==> src/hdl/kdm_pkg.sv <==
package kdm_pkg;

    localparam int QUEUE_DEPTH = 2;

    localparam logic [4:0] NO_KEY   = 5'd16;
    localparam logic [4:0] CTRL_KEY = 5'd12;

    localparam logic OP_SCAN   = 1'b0;
    localparam logic OP_TOGGLE = 1'b1;

    localparam logic [7:0]  DEBOUNCE_RESET    = 8'd3;
    localparam logic [15:0] LONG_PRESS_RESET  = 16'd800;
    localparam logic [15:0] TAP_TIMEOUT_RESET = 16'd1500;

    typedef enum logic [1:0] {
        REG_DEBOUNCE,
        REG_LONG_PRESS,
        REG_TAP_TIMEOUT
    } kdm_reg_t;

    typedef struct packed {
        logic        op;
        logic [15:0] pressed_mask;
        logic [31:0] now_ms;
    } kdm_item_t;

    typedef struct packed {
        logic [4:0] stable_key;
        logic       key_held;
        logic       release_pulse;
        logic [4:0] released_code;
        logic       long_hold;
        logic       ctrl_down;
        logic       caps_on;
        logic [4:0] tap_key;
        logic [4:0] tap_position;
        logic [6:0] tap_char;
    } kdm_result_t;

    // classified scan beat passed from front to back
    typedef struct packed {
        logic        op;
        logic [4:0]  raw_key;
        logic [31:0] now_ms;
    } kdm_scan_t;

    typedef struct packed {
        logic        we;
        logic [1:0]  index;
        logic [15:0] data;
    } kdm_cfg_t;

    typedef struct packed {
        logic fire;
        logic out_ready;
    } kdm_back_status_t;

    localparam logic [7:0] TBL_K1 [0:23] = '{
        8'h2E, 8'h2C, 8'h21, 8'h3F, 8'h27, 8'h22, 8'h3B, 8'h3A,
        8'h2D, 8'h2B, 8'h2A, 8'h2F, 8'h3D, 8'h40, 8'h23, 8'h24,
        8'h25, 8'h26, 8'h28, 8'h29, 8'h5B, 8'h5D, 8'h3C, 8'h3E
    };

    function automatic logic [4:0] tap_len(input logic [4:0] key);
        logic [4:0] len;
        unique case (key)
            5'd0:                         len = 5'd24;
            5'd1, 5'd2, 5'd4, 5'd5, 5'd6: len = 5'd4;
            5'd9:                         len = 5'd4;
            5'd8, 5'd10:                  len = 5'd5;
            5'd13:                        len = 5'd3;
            default:                      len = 5'd0;
        endcase
        return len;
    endfunction

    function automatic logic [6:0] tap_char(input logic [4:0] key, input logic [4:0] idx,
                                            input logic caps);
        logic [4:0] len;
        logic [4:0] i;
        logic [7:0] base;
        logic [7:0] digit;
        logic [7:0] ch;
        len = tap_len(key);
        i = (idx >= len) ? 5'd0 : idx;
        base = 8'h00;
        digit = 8'h00;
        unique case (key)
            5'd1:    begin base = 8'h61; digit = 8'h32; end
            5'd2:    begin base = 8'h64; digit = 8'h33; end
            5'd4:    begin base = 8'h67; digit = 8'h34; end
            5'd5:    begin base = 8'h6A; digit = 8'h35; end
            5'd6:    begin base = 8'h6D; digit = 8'h36; end
            5'd8:    begin base = 8'h70; digit = 8'h37; end
            5'd9:    begin base = 8'h74; digit = 8'h38; end
            5'd10:   begin base = 8'h77; digit = 8'h39; end
            default: begin base = 8'h00; digit = 8'h00; end
        endcase
        if (len == 5'd0) begin
            ch = 8'h00;
        end else if (key == 5'd0) begin
            ch = TBL_K1[i];
        end else if (key == 5'd13) begin
            unique case (i)
                5'd0:    ch = 8'h20;
                5'd1:    ch = 8'h5F;
                default: ch = 8'h30;
            endcase
        end else if (i == len - 5'd1) begin
            ch = digit;
        end else begin
            ch = base + {3'b000, i};
        end
        // uppercase letters under caps lock
        if (caps && ch >= 8'h61 && ch <= 8'h7A) begin
            ch = ch - 8'h20;
        end
        return ch[6:0];
    endfunction

endpackage

==> src/hdl/kdm_fifo.sv <==
module kdm_fifo #(
    parameter int  DEPTH  = kdm_pkg::QUEUE_DEPTH,
    parameter type item_t = logic
) (
    input  logic  clk,
    input  logic  rst_n,
    input  logic  push,
    input  item_t wr,
    output logic  full,
    input  logic  pop,
    output item_t rd,
    output logic  empty
);

    localparam int PW = (DEPTH > 1) ? $clog2(DEPTH) : 1;
    localparam int CW = $clog2(DEPTH + 1);
    localparam logic [PW-1:0] LAST = PW'(DEPTH - 1);
    localparam logic [CW-1:0] FULL_COUNT = CW'(DEPTH);

    item_t         mem_reg [DEPTH];
    logic [PW-1:0] wr_ptr_reg, wr_ptr_next;
    logic [PW-1:0] rd_ptr_reg, rd_ptr_next;
    logic [CW-1:0] count_reg, count_next;
    logic          do_push, do_pop;

    assign full    = (count_reg == FULL_COUNT);
    assign empty   = (count_reg == '0);
    assign do_push = push && !full;
    assign do_pop  = pop && !empty;
    assign rd      = mem_reg[rd_ptr_reg];

    always_comb
    begin
        wr_ptr_next = wr_ptr_reg;
        rd_ptr_next = rd_ptr_reg;
        count_next  = count_reg;
        if (do_push)
        begin
            wr_ptr_next = (wr_ptr_reg == LAST) ? '0 : wr_ptr_reg + PW'(1);
        end
        if (do_pop)
        begin
            rd_ptr_next = (rd_ptr_reg == LAST) ? '0 : rd_ptr_reg + PW'(1);
        end
        if (do_push && !do_pop)
        begin
            count_next = count_reg + CW'(1);
        end else if (do_pop && !do_push)
        begin
            count_next = count_reg - CW'(1);
        end
    end

    always_ff @(posedge clk or negedge rst_n)
    begin
        if (!rst_n)
        begin
            wr_ptr_reg <= '0;
            rd_ptr_reg <= '0;
            count_reg  <= '0;
        end else
        begin
            wr_ptr_reg <= wr_ptr_next;
            rd_ptr_reg <= rd_ptr_next;
            count_reg  <= count_next;
        end
    end

    always_ff @(posedge clk)
    begin
        if (do_push)
        begin
            mem_reg[wr_ptr_reg] <= wr;
        end
    end

endmodule

==> src/hdl/kdm_front.sv <==
module kdm_front #(
    parameter int DEPTH = kdm_pkg::QUEUE_DEPTH
) (
    input  logic               clk,
    input  logic               rst_n,
    input  logic               push,
    input  kdm_pkg::kdm_item_t item,
    output logic               full,
    input  logic               scan_pop,
    output kdm_pkg::kdm_scan_t scan,
    output logic               scan_empty
);

    kdm_pkg::kdm_scan_t classified;
    logic [4:0]         raw_key;

    // highest pressed position wins
    always_comb
    begin
        raw_key = kdm_pkg::NO_KEY;
        for (int b = 0; b < 16; b++)
        begin
            if (item.pressed_mask[b])
            begin
                raw_key = 5'(b);
            end
        end
    end

    always_comb
    begin
        classified.op      = item.op;
        classified.raw_key = raw_key;
        classified.now_ms  = item.now_ms;
    end

    kdm_fifo #(
        .DEPTH  (DEPTH),
        .item_t (kdm_pkg::kdm_scan_t)
    ) u_scan_q (
        .clk   (clk),
        .rst_n (rst_n),
        .push  (push),
        .wr    (classified),
        .full  (full),
        .pop   (scan_pop),
        .rd    (scan),
        .empty (scan_empty)
    );

endmodule

==> src/hdl/kdm_back.sv <==
module kdm_back #(
    parameter int DEPTH = kdm_pkg::QUEUE_DEPTH
) (
    input  logic                      clk,
    input  logic                      rst_n,
    input  kdm_pkg::kdm_cfg_t         cfg,
    input  kdm_pkg::kdm_scan_t        scan,
    input  logic                      scan_empty,
    output kdm_pkg::kdm_back_status_t status,
    output kdm_pkg::kdm_result_t      result,
    output logic                      empty,
    input  logic                      pop
);

    logic [7:0]  debounce_reg;
    logic [15:0] long_press_reg;
    logic [15:0] tap_timeout_reg;

    logic [4:0]  held_key_reg,     held_key_next;
    logic [7:0]  change_count_reg, change_count_next;
    logic        down_reg,         down_next;
    logic        release_reg,      release_next;
    logic [4:0]  release_code_reg, release_code_next;
    logic        long_reg,         long_next;
    logic [31:0] press_stamp_reg,  press_stamp_next;
    logic [4:0]  tap_key_reg,      tap_key_next;
    logic [31:0] tap_stamp_reg,    tap_stamp_next;
    logic [4:0]  tap_index_reg,    tap_index_next;
    logic        ctrl_reg,         ctrl_next;
    logic        caps_reg,         caps_next;

    logic                 out_full;
    logic                 fire;
    logic [7:0]           count_inc;
    logic [7:0]           need;
    logic [31:0]          held_time;
    logic [31:0]          tap_gap;
    logic [4:0]           raw_len;
    logic [4:0]           index_inc;
    kdm_pkg::kdm_result_t beat;

    assign fire             = !scan_empty && !out_full;
    assign status.fire      = fire;
    assign status.out_ready = !out_full;

    assign count_inc = change_count_reg + 8'd1;
    assign need      = (debounce_reg == 8'd0) ? 8'd1 : debounce_reg;
    assign held_time = scan.now_ms - press_stamp_reg;
    assign tap_gap   = scan.now_ms - tap_stamp_reg;
    assign raw_len   = kdm_pkg::tap_len(scan.raw_key);
    assign index_inc = tap_index_reg + 5'd1;

    always_ff @(posedge clk or negedge rst_n)
    begin
        if (!rst_n)
        begin
            debounce_reg    <= kdm_pkg::DEBOUNCE_RESET;
            long_press_reg  <= kdm_pkg::LONG_PRESS_RESET;
            tap_timeout_reg <= kdm_pkg::TAP_TIMEOUT_RESET;
        end else if (cfg.we)
        begin
            unique case (cfg.index)
                kdm_pkg::REG_DEBOUNCE:    debounce_reg    <= cfg.data[7:0];
                kdm_pkg::REG_LONG_PRESS:  long_press_reg  <= cfg.data;
                kdm_pkg::REG_TAP_TIMEOUT: tap_timeout_reg <= cfg.data;
                default:                  ;
            endcase
        end
    end

    always_comb
    begin
        held_key_next     = held_key_reg;
        change_count_next = change_count_reg;
        down_next         = down_reg;
        release_next      = release_reg;
        release_code_next = release_code_reg;
        long_next         = long_reg;
        press_stamp_next  = press_stamp_reg;
        tap_key_next      = tap_key_reg;
        tap_stamp_next    = tap_stamp_reg;
        tap_index_next    = tap_index_reg;
        ctrl_next         = ctrl_reg;
        caps_next         = caps_reg;

        if (scan.op == kdm_pkg::OP_TOGGLE)
        begin
            caps_next = !caps_reg;
        end else
        begin
            release_next      = 1'b0;
            release_code_next = kdm_pkg::NO_KEY;
            if (scan.raw_key != held_key_reg)
            begin
                change_count_next = count_inc;
                if (count_inc >= need)
                begin
                    if (scan.raw_key == kdm_pkg::NO_KEY)
                    begin
                        release_next      = 1'b1;
                        release_code_next = held_key_reg;
                        long_next         = held_time >= {16'd0, long_press_reg};
                    end else
                    begin
                        press_stamp_next = scan.now_ms;
                        long_next        = 1'b0;
                        if (raw_len != 5'd0)
                        begin
                            // same key inside the timeout advances, anything else restarts
                            if (scan.raw_key == tap_key_reg && tap_gap < {16'd0, tap_timeout_reg})
                            begin
                                tap_index_next = (index_inc >= raw_len) ? 5'd0 : index_inc;
                            end else
                            begin
                                tap_index_next = 5'd0;
                            end
                            tap_key_next   = scan.raw_key;
                            tap_stamp_next = scan.now_ms;
                        end
                    end
                    if (scan.raw_key == kdm_pkg::CTRL_KEY)
                    begin
                        ctrl_next = 1'b1;
                    end else if (held_key_reg == kdm_pkg::CTRL_KEY
                                 && scan.raw_key == kdm_pkg::NO_KEY)
                    begin
                        ctrl_next = 1'b0;
                        if (!long_next)
                        begin
                            caps_next = !caps_reg;
                        end
                    end
                    held_key_next     = scan.raw_key;
                    down_next         = scan.raw_key != kdm_pkg::NO_KEY;
                    change_count_next = 8'd0;
                end
            end else
            begin
                change_count_next = 8'd0;
                if (held_key_reg != kdm_pkg::NO_KEY && !long_reg
                    && held_time >= {16'd0, long_press_reg})
                begin
                    long_next = 1'b1;
                end
            end
        end
    end

    always_ff @(posedge clk or negedge rst_n)
    begin
        if (!rst_n)
        begin
            held_key_reg     <= kdm_pkg::NO_KEY;
            change_count_reg <= 8'd0;
            down_reg         <= 1'b0;
            release_reg      <= 1'b0;
            release_code_reg <= kdm_pkg::NO_KEY;
            long_reg         <= 1'b0;
            press_stamp_reg  <= 32'd0;
            tap_key_reg      <= kdm_pkg::NO_KEY;
            tap_stamp_reg    <= 32'd0;
            tap_index_reg    <= 5'd0;
            ctrl_reg         <= 1'b0;
            caps_reg         <= 1'b0;
        end else if (fire)
        begin
            held_key_reg     <= held_key_next;
            change_count_reg <= change_count_next;
            down_reg         <= down_next;
            release_reg      <= release_next;
            release_code_reg <= release_code_next;
            long_reg         <= long_next;
            press_stamp_reg  <= press_stamp_next;
            tap_key_reg      <= tap_key_next;
            tap_stamp_reg    <= tap_stamp_next;
            tap_index_reg    <= tap_index_next;
            ctrl_reg         <= ctrl_next;
            caps_reg         <= caps_next;
        end
    end

    always_comb
    begin
        beat.stable_key    = held_key_next;
        beat.key_held      = down_next;
        beat.release_pulse = release_next;
        beat.released_code = release_code_next;
        beat.long_hold     = long_next;
        beat.ctrl_down     = ctrl_next;
        beat.caps_on       = caps_next;
        beat.tap_key       = tap_key_next;
        beat.tap_position  = tap_index_next;
        beat.tap_char      = kdm_pkg::tap_char(tap_key_next, tap_index_next, caps_next);
    end

    kdm_fifo #(
        .DEPTH  (DEPTH),
        .item_t (kdm_pkg::kdm_result_t)
    ) u_result_q (
        .clk   (clk),
        .rst_n (rst_n),
        .push  (fire),
        .wr    (beat),
        .full  (out_full),
        .pop   (pop),
        .rd    (result),
        .empty (empty)
    );

endmodule

==> src/hdl/keypad_debounce_multitap_unit.sv <==
// Keypad debounce, long press and multi-tap unit for a 4x4 key matrix.
// Input side is a queue: drive item and raise push; the beat is taken on a
// clock edge where push is high and full is low. Each beat is either a scan
// sample (mask of pressed positions plus a millisecond tick) or a caps lock
// toggle. Result side is a queue too: while empty is low the oldest result
// sits on result, and a clock edge with pop high takes it. Every input beat
// gives exactly one result beat, in order.
// A taken beat goes into the scan queue; the state update reads it there and
// writes its result into the result queue. The short scan queue sustains one
// beat per cycle, and the state update takes one beat a cycle, while the
// result queue is not full. If the result side is not popped, the result
// queue fills, the update stalls, the input queue fills and full rises;
// nothing is dropped.
// Configuration: wr_en, wr_index and wr_data write one register in a cycle;
// write only while no beat is in flight. Indexes beyond the list are ignored.
// Reset clears both queues and all key state and restores register defaults.
module keypad_debounce_multitap_unit #(
    parameter int QUEUE_DEPTH = kdm_pkg::QUEUE_DEPTH
) (
    input  logic                 clk,
    input  logic                 rst_n,
    input  logic                 push,
    input  kdm_pkg::kdm_item_t   item,
    output logic                 full,
    output logic                 empty,
    input  logic                 pop,
    output kdm_pkg::kdm_result_t result,
    input  logic                 wr_en,
    input  logic [1:0]           wr_index,
    input  logic [15:0]          wr_data
);

    kdm_pkg::kdm_scan_t        scan;
    logic                      scan_empty;
    kdm_pkg::kdm_cfg_t         cfg;
    kdm_pkg::kdm_back_status_t status;

    always_comb
    begin
        cfg.we    = wr_en;
        cfg.index = wr_index;
        cfg.data  = wr_data;
    end

    kdm_front #(
        .DEPTH (QUEUE_DEPTH)
    ) u_front (
        .clk        (clk),
        .rst_n      (rst_n),
        .push       (push),
        .item       (item),
        .full       (full),
        .scan_pop   (status.fire),
        .scan       (scan),
        .scan_empty (scan_empty)
    );

    kdm_back #(
        .DEPTH (QUEUE_DEPTH)
    ) u_back (
        .clk        (clk),
        .rst_n      (rst_n),
        .cfg        (cfg),
        .scan       (scan),
        .scan_empty (scan_empty),
        .status     (status),
        .result     (result),
        .empty      (empty),
        .pop        (pop)
    );

`ifndef SYNTH
    // an update always leaves a result waiting
    a_fire_gives_result: assert property (@(posedge clk) disable iff (!rst_n)
        status.fire |=> !empty)
        else $error("update fired but no result queued");

    // an accepted beat is held in the scan queue
    a_accept_queued: assert property (@(posedge clk) disable iff (!rst_n)
        (push && !full) |=> !scan_empty)
        else $error("accepted beat missing from scan queue");

    // the update never runs ahead of the result side
    a_fire_needs_room: assert property (@(posedge clk) disable iff (!rst_n)
        status.fire |-> (status.out_ready && !scan_empty))
        else $error("update fired without room or input");

    // full input side means work is waiting
    a_full_nonempty: assert property (@(posedge clk) disable iff (!rst_n)
        full |-> !scan_empty)
        else $error("input full with empty scan queue");
`endif

endmodule
==> config.mk <==
export PLATFORM = sky130hd
export DESIGN_NAME = keypad_debounce_multitap_unit
export DESIGN_NICKNAME = d
export VERILOG_FILES = /design/src/hdl/kdm_pkg.sv /design/src/hdl/kdm_fifo.sv /design/src/hdl/kdm_front.sv /design/src/hdl/kdm_back.sv /design/src/hdl/keypad_debounce_multitap_unit.sv
export SDC_FILE = /design/constraint.sdc
export NUM_CORES = 1
export LEC_CHECK = 0
export BUFFER_PORTS_ARGS = -buffer_cell sky130_fd_sc_hd__buf_2
export CORE_ASPECT_RATIO = 1.25
export CORE_UTILIZATION = 25
export DETAILED_ROUTE_END_ITERATION = 8
export PLACE_DENSITY = 0.4
export RECOVER_POWER = 50
export SLEW_MARGIN = 30
export SYNTH_ARGS = -nofsm -noshare
export SYNTH_HDL_FRONTEND = slang
export SYNTH_SLANG_ARGS = --single-unit
==> constraint.sdc <==
create_clock -name clk -period 8.8 [get_ports clk]
set_input_delay 1.76 -clock clk [delete_from_list [all_inputs] [get_ports clk]]
set_output_delay 1.76 -clock clk [all_outputs]
set_load 0.02 [all_outputs]
==> out/metrics.cfg <==
[detailed_routing]
drc=0
drt_pre_antenna_iters=5
detail_route.wl_per_cell_um=17.51
drtIter0Drc=647
drt.antenna.violating_nets=0
wl_um=51640
num_vias=13790
vias_per_cell=4.676

[setup_path]
startpoint_type=register
max_stage_delay_ns=0.45
required_ns=9.17
r2r_end=u_back.u_result_q.mem_reg[0][5]
worstReg2RegStart=u_front.u_scan_q.rd_ptr_reg
crit_path_end_kind=register
crit_type=register to register
path_max_fanout=5
cp_data_arrival_time_ns=8.69
r2r_cells=40
r2r_slack_ns=0.48
slowest_stage=dfrtp_2

[synth]
netlist_area_sq_um=17910
synth_top_area_share_pct=23.47
synth.area.mux_share_pct=7.887
ys_seq_area_share_pct=43.84
synth_largest_area_cell=edfxtp_1
synth_top_family_by_area=compound AO/OA/AOI/OAI gates
syn_nets=2020
synth-seq-cells=285
yosys.area_share.adder_pct=9.767
ys_warn_count=0
synth-xor-area-share_pct=3.912
synth_compound_area_share_pct=16.03
synthArstFlopShare_pct=50.88
synth_cell_types=88
yosys-top-cells-area=edfxtp_1, dfrtp_1, ha_1
synth-simple-area-share_pct=13.40
synth_edf_count=140
syn_inst=1810
avgSynthCellArea_sq_um=9.895
synth_ff_type=edfxtp_1

[clock_tree]
clk_pin_slew_ns=0.06
cts_tree=yes
cts_max_path_buffers=3
hold_buffers=0
cts.sink_count=285
cts_buffers=36
insertion_delay_ns=0.56
cts_max_level=2
cts_root_buf=clkbuf_16

[global_routing]
grt_pass1_vias=14030
grt_pass1_wl_um=81140
grt_max_degree=75
antenna_found_initial=0
track_usage_pct=14.42
grt_overflow=0

[placement]
placed_cells=2874
place.gp.congestion=0.8489
io_buffer_count=105
dp_hpwl_um=39510

[floorplan]
start_util_pct=25.30
dieArea_sq_um=72720
dieHeight_um=301.2
die_x_um=241.4
rows=109
fp.coreArea_sq_um=70780
io_pins=106

[final_layout]
largest_reg_flops=76
fin_cells=2949
multi_input_area_sq_um=9260
final_cell_mix=inv_1, nor2_1, a21oi_1
fillers=7399
nets=2188
layout-drive-gt1-share_pct=17.75
regArea_sq_um=7853
antenna_cells=0
area_delta_synth_final_pct=18.76
final_common_cell=inv_1

[pwr]
peakVddDrop_v=0.0001495
leakagePower_nw=9.074
power.density_nw_per_um2=425.9

[worst_hold_path]
hold_class=register to register
whs_endpoint=u_back.release_reg
hold_path_startpoint=u_back.release_reg
min_path_cells=1

[timing]
fin_skew_ns=0.02977
drv_slew=226
layout_min_cycle_time_ns=8.316
fin_crit_sh_pct=94.50
timing.fmax_ghz=0.1202
finalHoldViolCount=0
hold_ws_ns=0.4800
relSlewSlack_pct=-178.7
setup_viol=0
tightest_slew_ns=4.181

[status]
outcome=finished with violations
violations=max-capacitance violations, max-slew violations

[flow_run]
cap_violations=4

[cell families after synthesis]
logic type / Yosys count
fa+ha+maj: 138
compound gates: 447
flops: 285
buf+inv: 239
mux: 127
xor+xnor: 80
simple gates: 494
[per-layer routing]
layer | GRT usage [%] | vias up | wire length, um | share of wire, %
met1 | 17.70 | 6612 | 22400 | 43
met4 | 4.641 | 0 | 1494 | 2.9
met5 | 0 | - | 0 | 0
li1 | - | 6844 | - | -
met3 | 1.986 | 91 | 1640 | 3.2
met2 | 25.71 | 243 | 26110 | 51
[worst max-delay path: cells and delay by family, from the launching register on]
| kind | cells | cell delay (ns) |
|---|---|---|
| AOI/OAI and AO/OA | 14 | 2.67 |
| xor gates and xnor gates | 2 | 0.28 |
| adders and majority gates | 6 | 1.71 |
| buffers and inverters | 6 | 0.68 |
| DFF | 1 | 0.45 |
| muxes | 1 | 0.16 |
| and+or+nand+nor | 11 | 2.16 |
[cell usage after synthesis, types with 8 or more instances]
master / number
nor2_1: 167
inv_1: 179
and2_1: 8
and3_1: 9
o21a_1: 14
xor2_1: 31
or2_2: 9
a31oi_1: 18
edfxtp_1: 140
nand3_1: 30
nand3b_1: 8
nand2_1: 118
a21o_1: 37
or4_1: 8
mux2_2: 79
a21oi_1: 155
nor4_1: 22
clkbuf_1: 41
nand2b_1: 21
nor3_1: 23
o211ai_1: 18
a211oi_1: 14
a32o_1: 8
ha_1: 135
o21bai_1: 11
o21ai_0: 87
mux2i_1: 43
xnor2_1: 49
nor2b_1: 16
a22o_1: 9
dfrtp_1: 130
nand4_1: 24
dfstp_2: 15
[worst max-delay path by stage]
| stage | startpoint | to | slack (ns) | depth (start not counted) |
|---|---|---|---|---|
| 5_1_grt | u_front.u_scan_q.rd_ptr_reg | u_back.u_result_q.mem_reg[0][5] | -0.17 | 43 |
| 3_3_place_gp | u_front.u_scan_q.rd_ptr_reg | u_back.u_result_q.mem_reg[0][5] | 0.14 | 44 |
| 3_5_place_dp | u_front.u_scan_q.rd_ptr_reg | u_back.u_result_q.mem_reg[0][5] | 0.005 | 40 |
| 6_report | u_front.u_scan_q.rd_ptr_reg | u_back.u_result_q.mem_reg[0][5] | 0.48 | 40 |
| 2_1_floorplan | u_front.u_scan_q.rd_ptr_reg | u_back.u_result_q.mem_reg[0][5] | 0.04 | 47 |
| 4_1_cts | u_front.u_scan_q.rd_ptr_reg | u_back.u_result_q.mem_reg[0][5] | 0.03 | 40 |
[report_power, final]
part / internal (mW) / switching, mW
Clock: 0.896 / 0.597
Combinational: 2.14 / 3.31
Sequential: 1.95 / 0.159
Total: 4.99 / 4.07
[area by class of cell]
| cell class | count | share of cell area [%] |
|---|---|---|
| flip-flops and latches | 285 | 36.92 |
| multi-input cells | 1286 | 43.54 |
| well taps | 943 | 5.547 |
| clock inverters | 18 | 1.053 |
| inverters | 185 | 3.265 |
| clock buffers | 48 | 4.541 |
| repair buffers | 184 | 5.141 |
[what timing repair did]
| action | 4_1_cts | 5_1_grt |
|---|---|---|
| setup endpoints to repair | 2 | 8 |
| endpoints found under the hold margin | 0 | 0 |
| buffers inserted | 0 | 8 |
| pin swaps | 0 | 19 |
| gates resized for setup | 1 | 24 |
[metrics by stage]
stage | util (%) | total power [mW] | cell area, sq um | TNS, ns | setup WS, ns
floorplan | - | 5.888 | 17920 | 0 | 0.04169
global placement | 28.16 | 7.493 | 19930 | 0 | 0.1390
detailed placement | 28.26 | 7.570 | 20010 | 0 | 0.005440
CTS | 29.95 | 9.144 | 21200 | 0 | 0.02882
global route | 30.05 | 9.904 | 21270 | -0.3363 | -0.1682
finish | 30.05 | 9.059 | 21270 | 0 | 0.4837
Power figures use the tool's default switching activity.
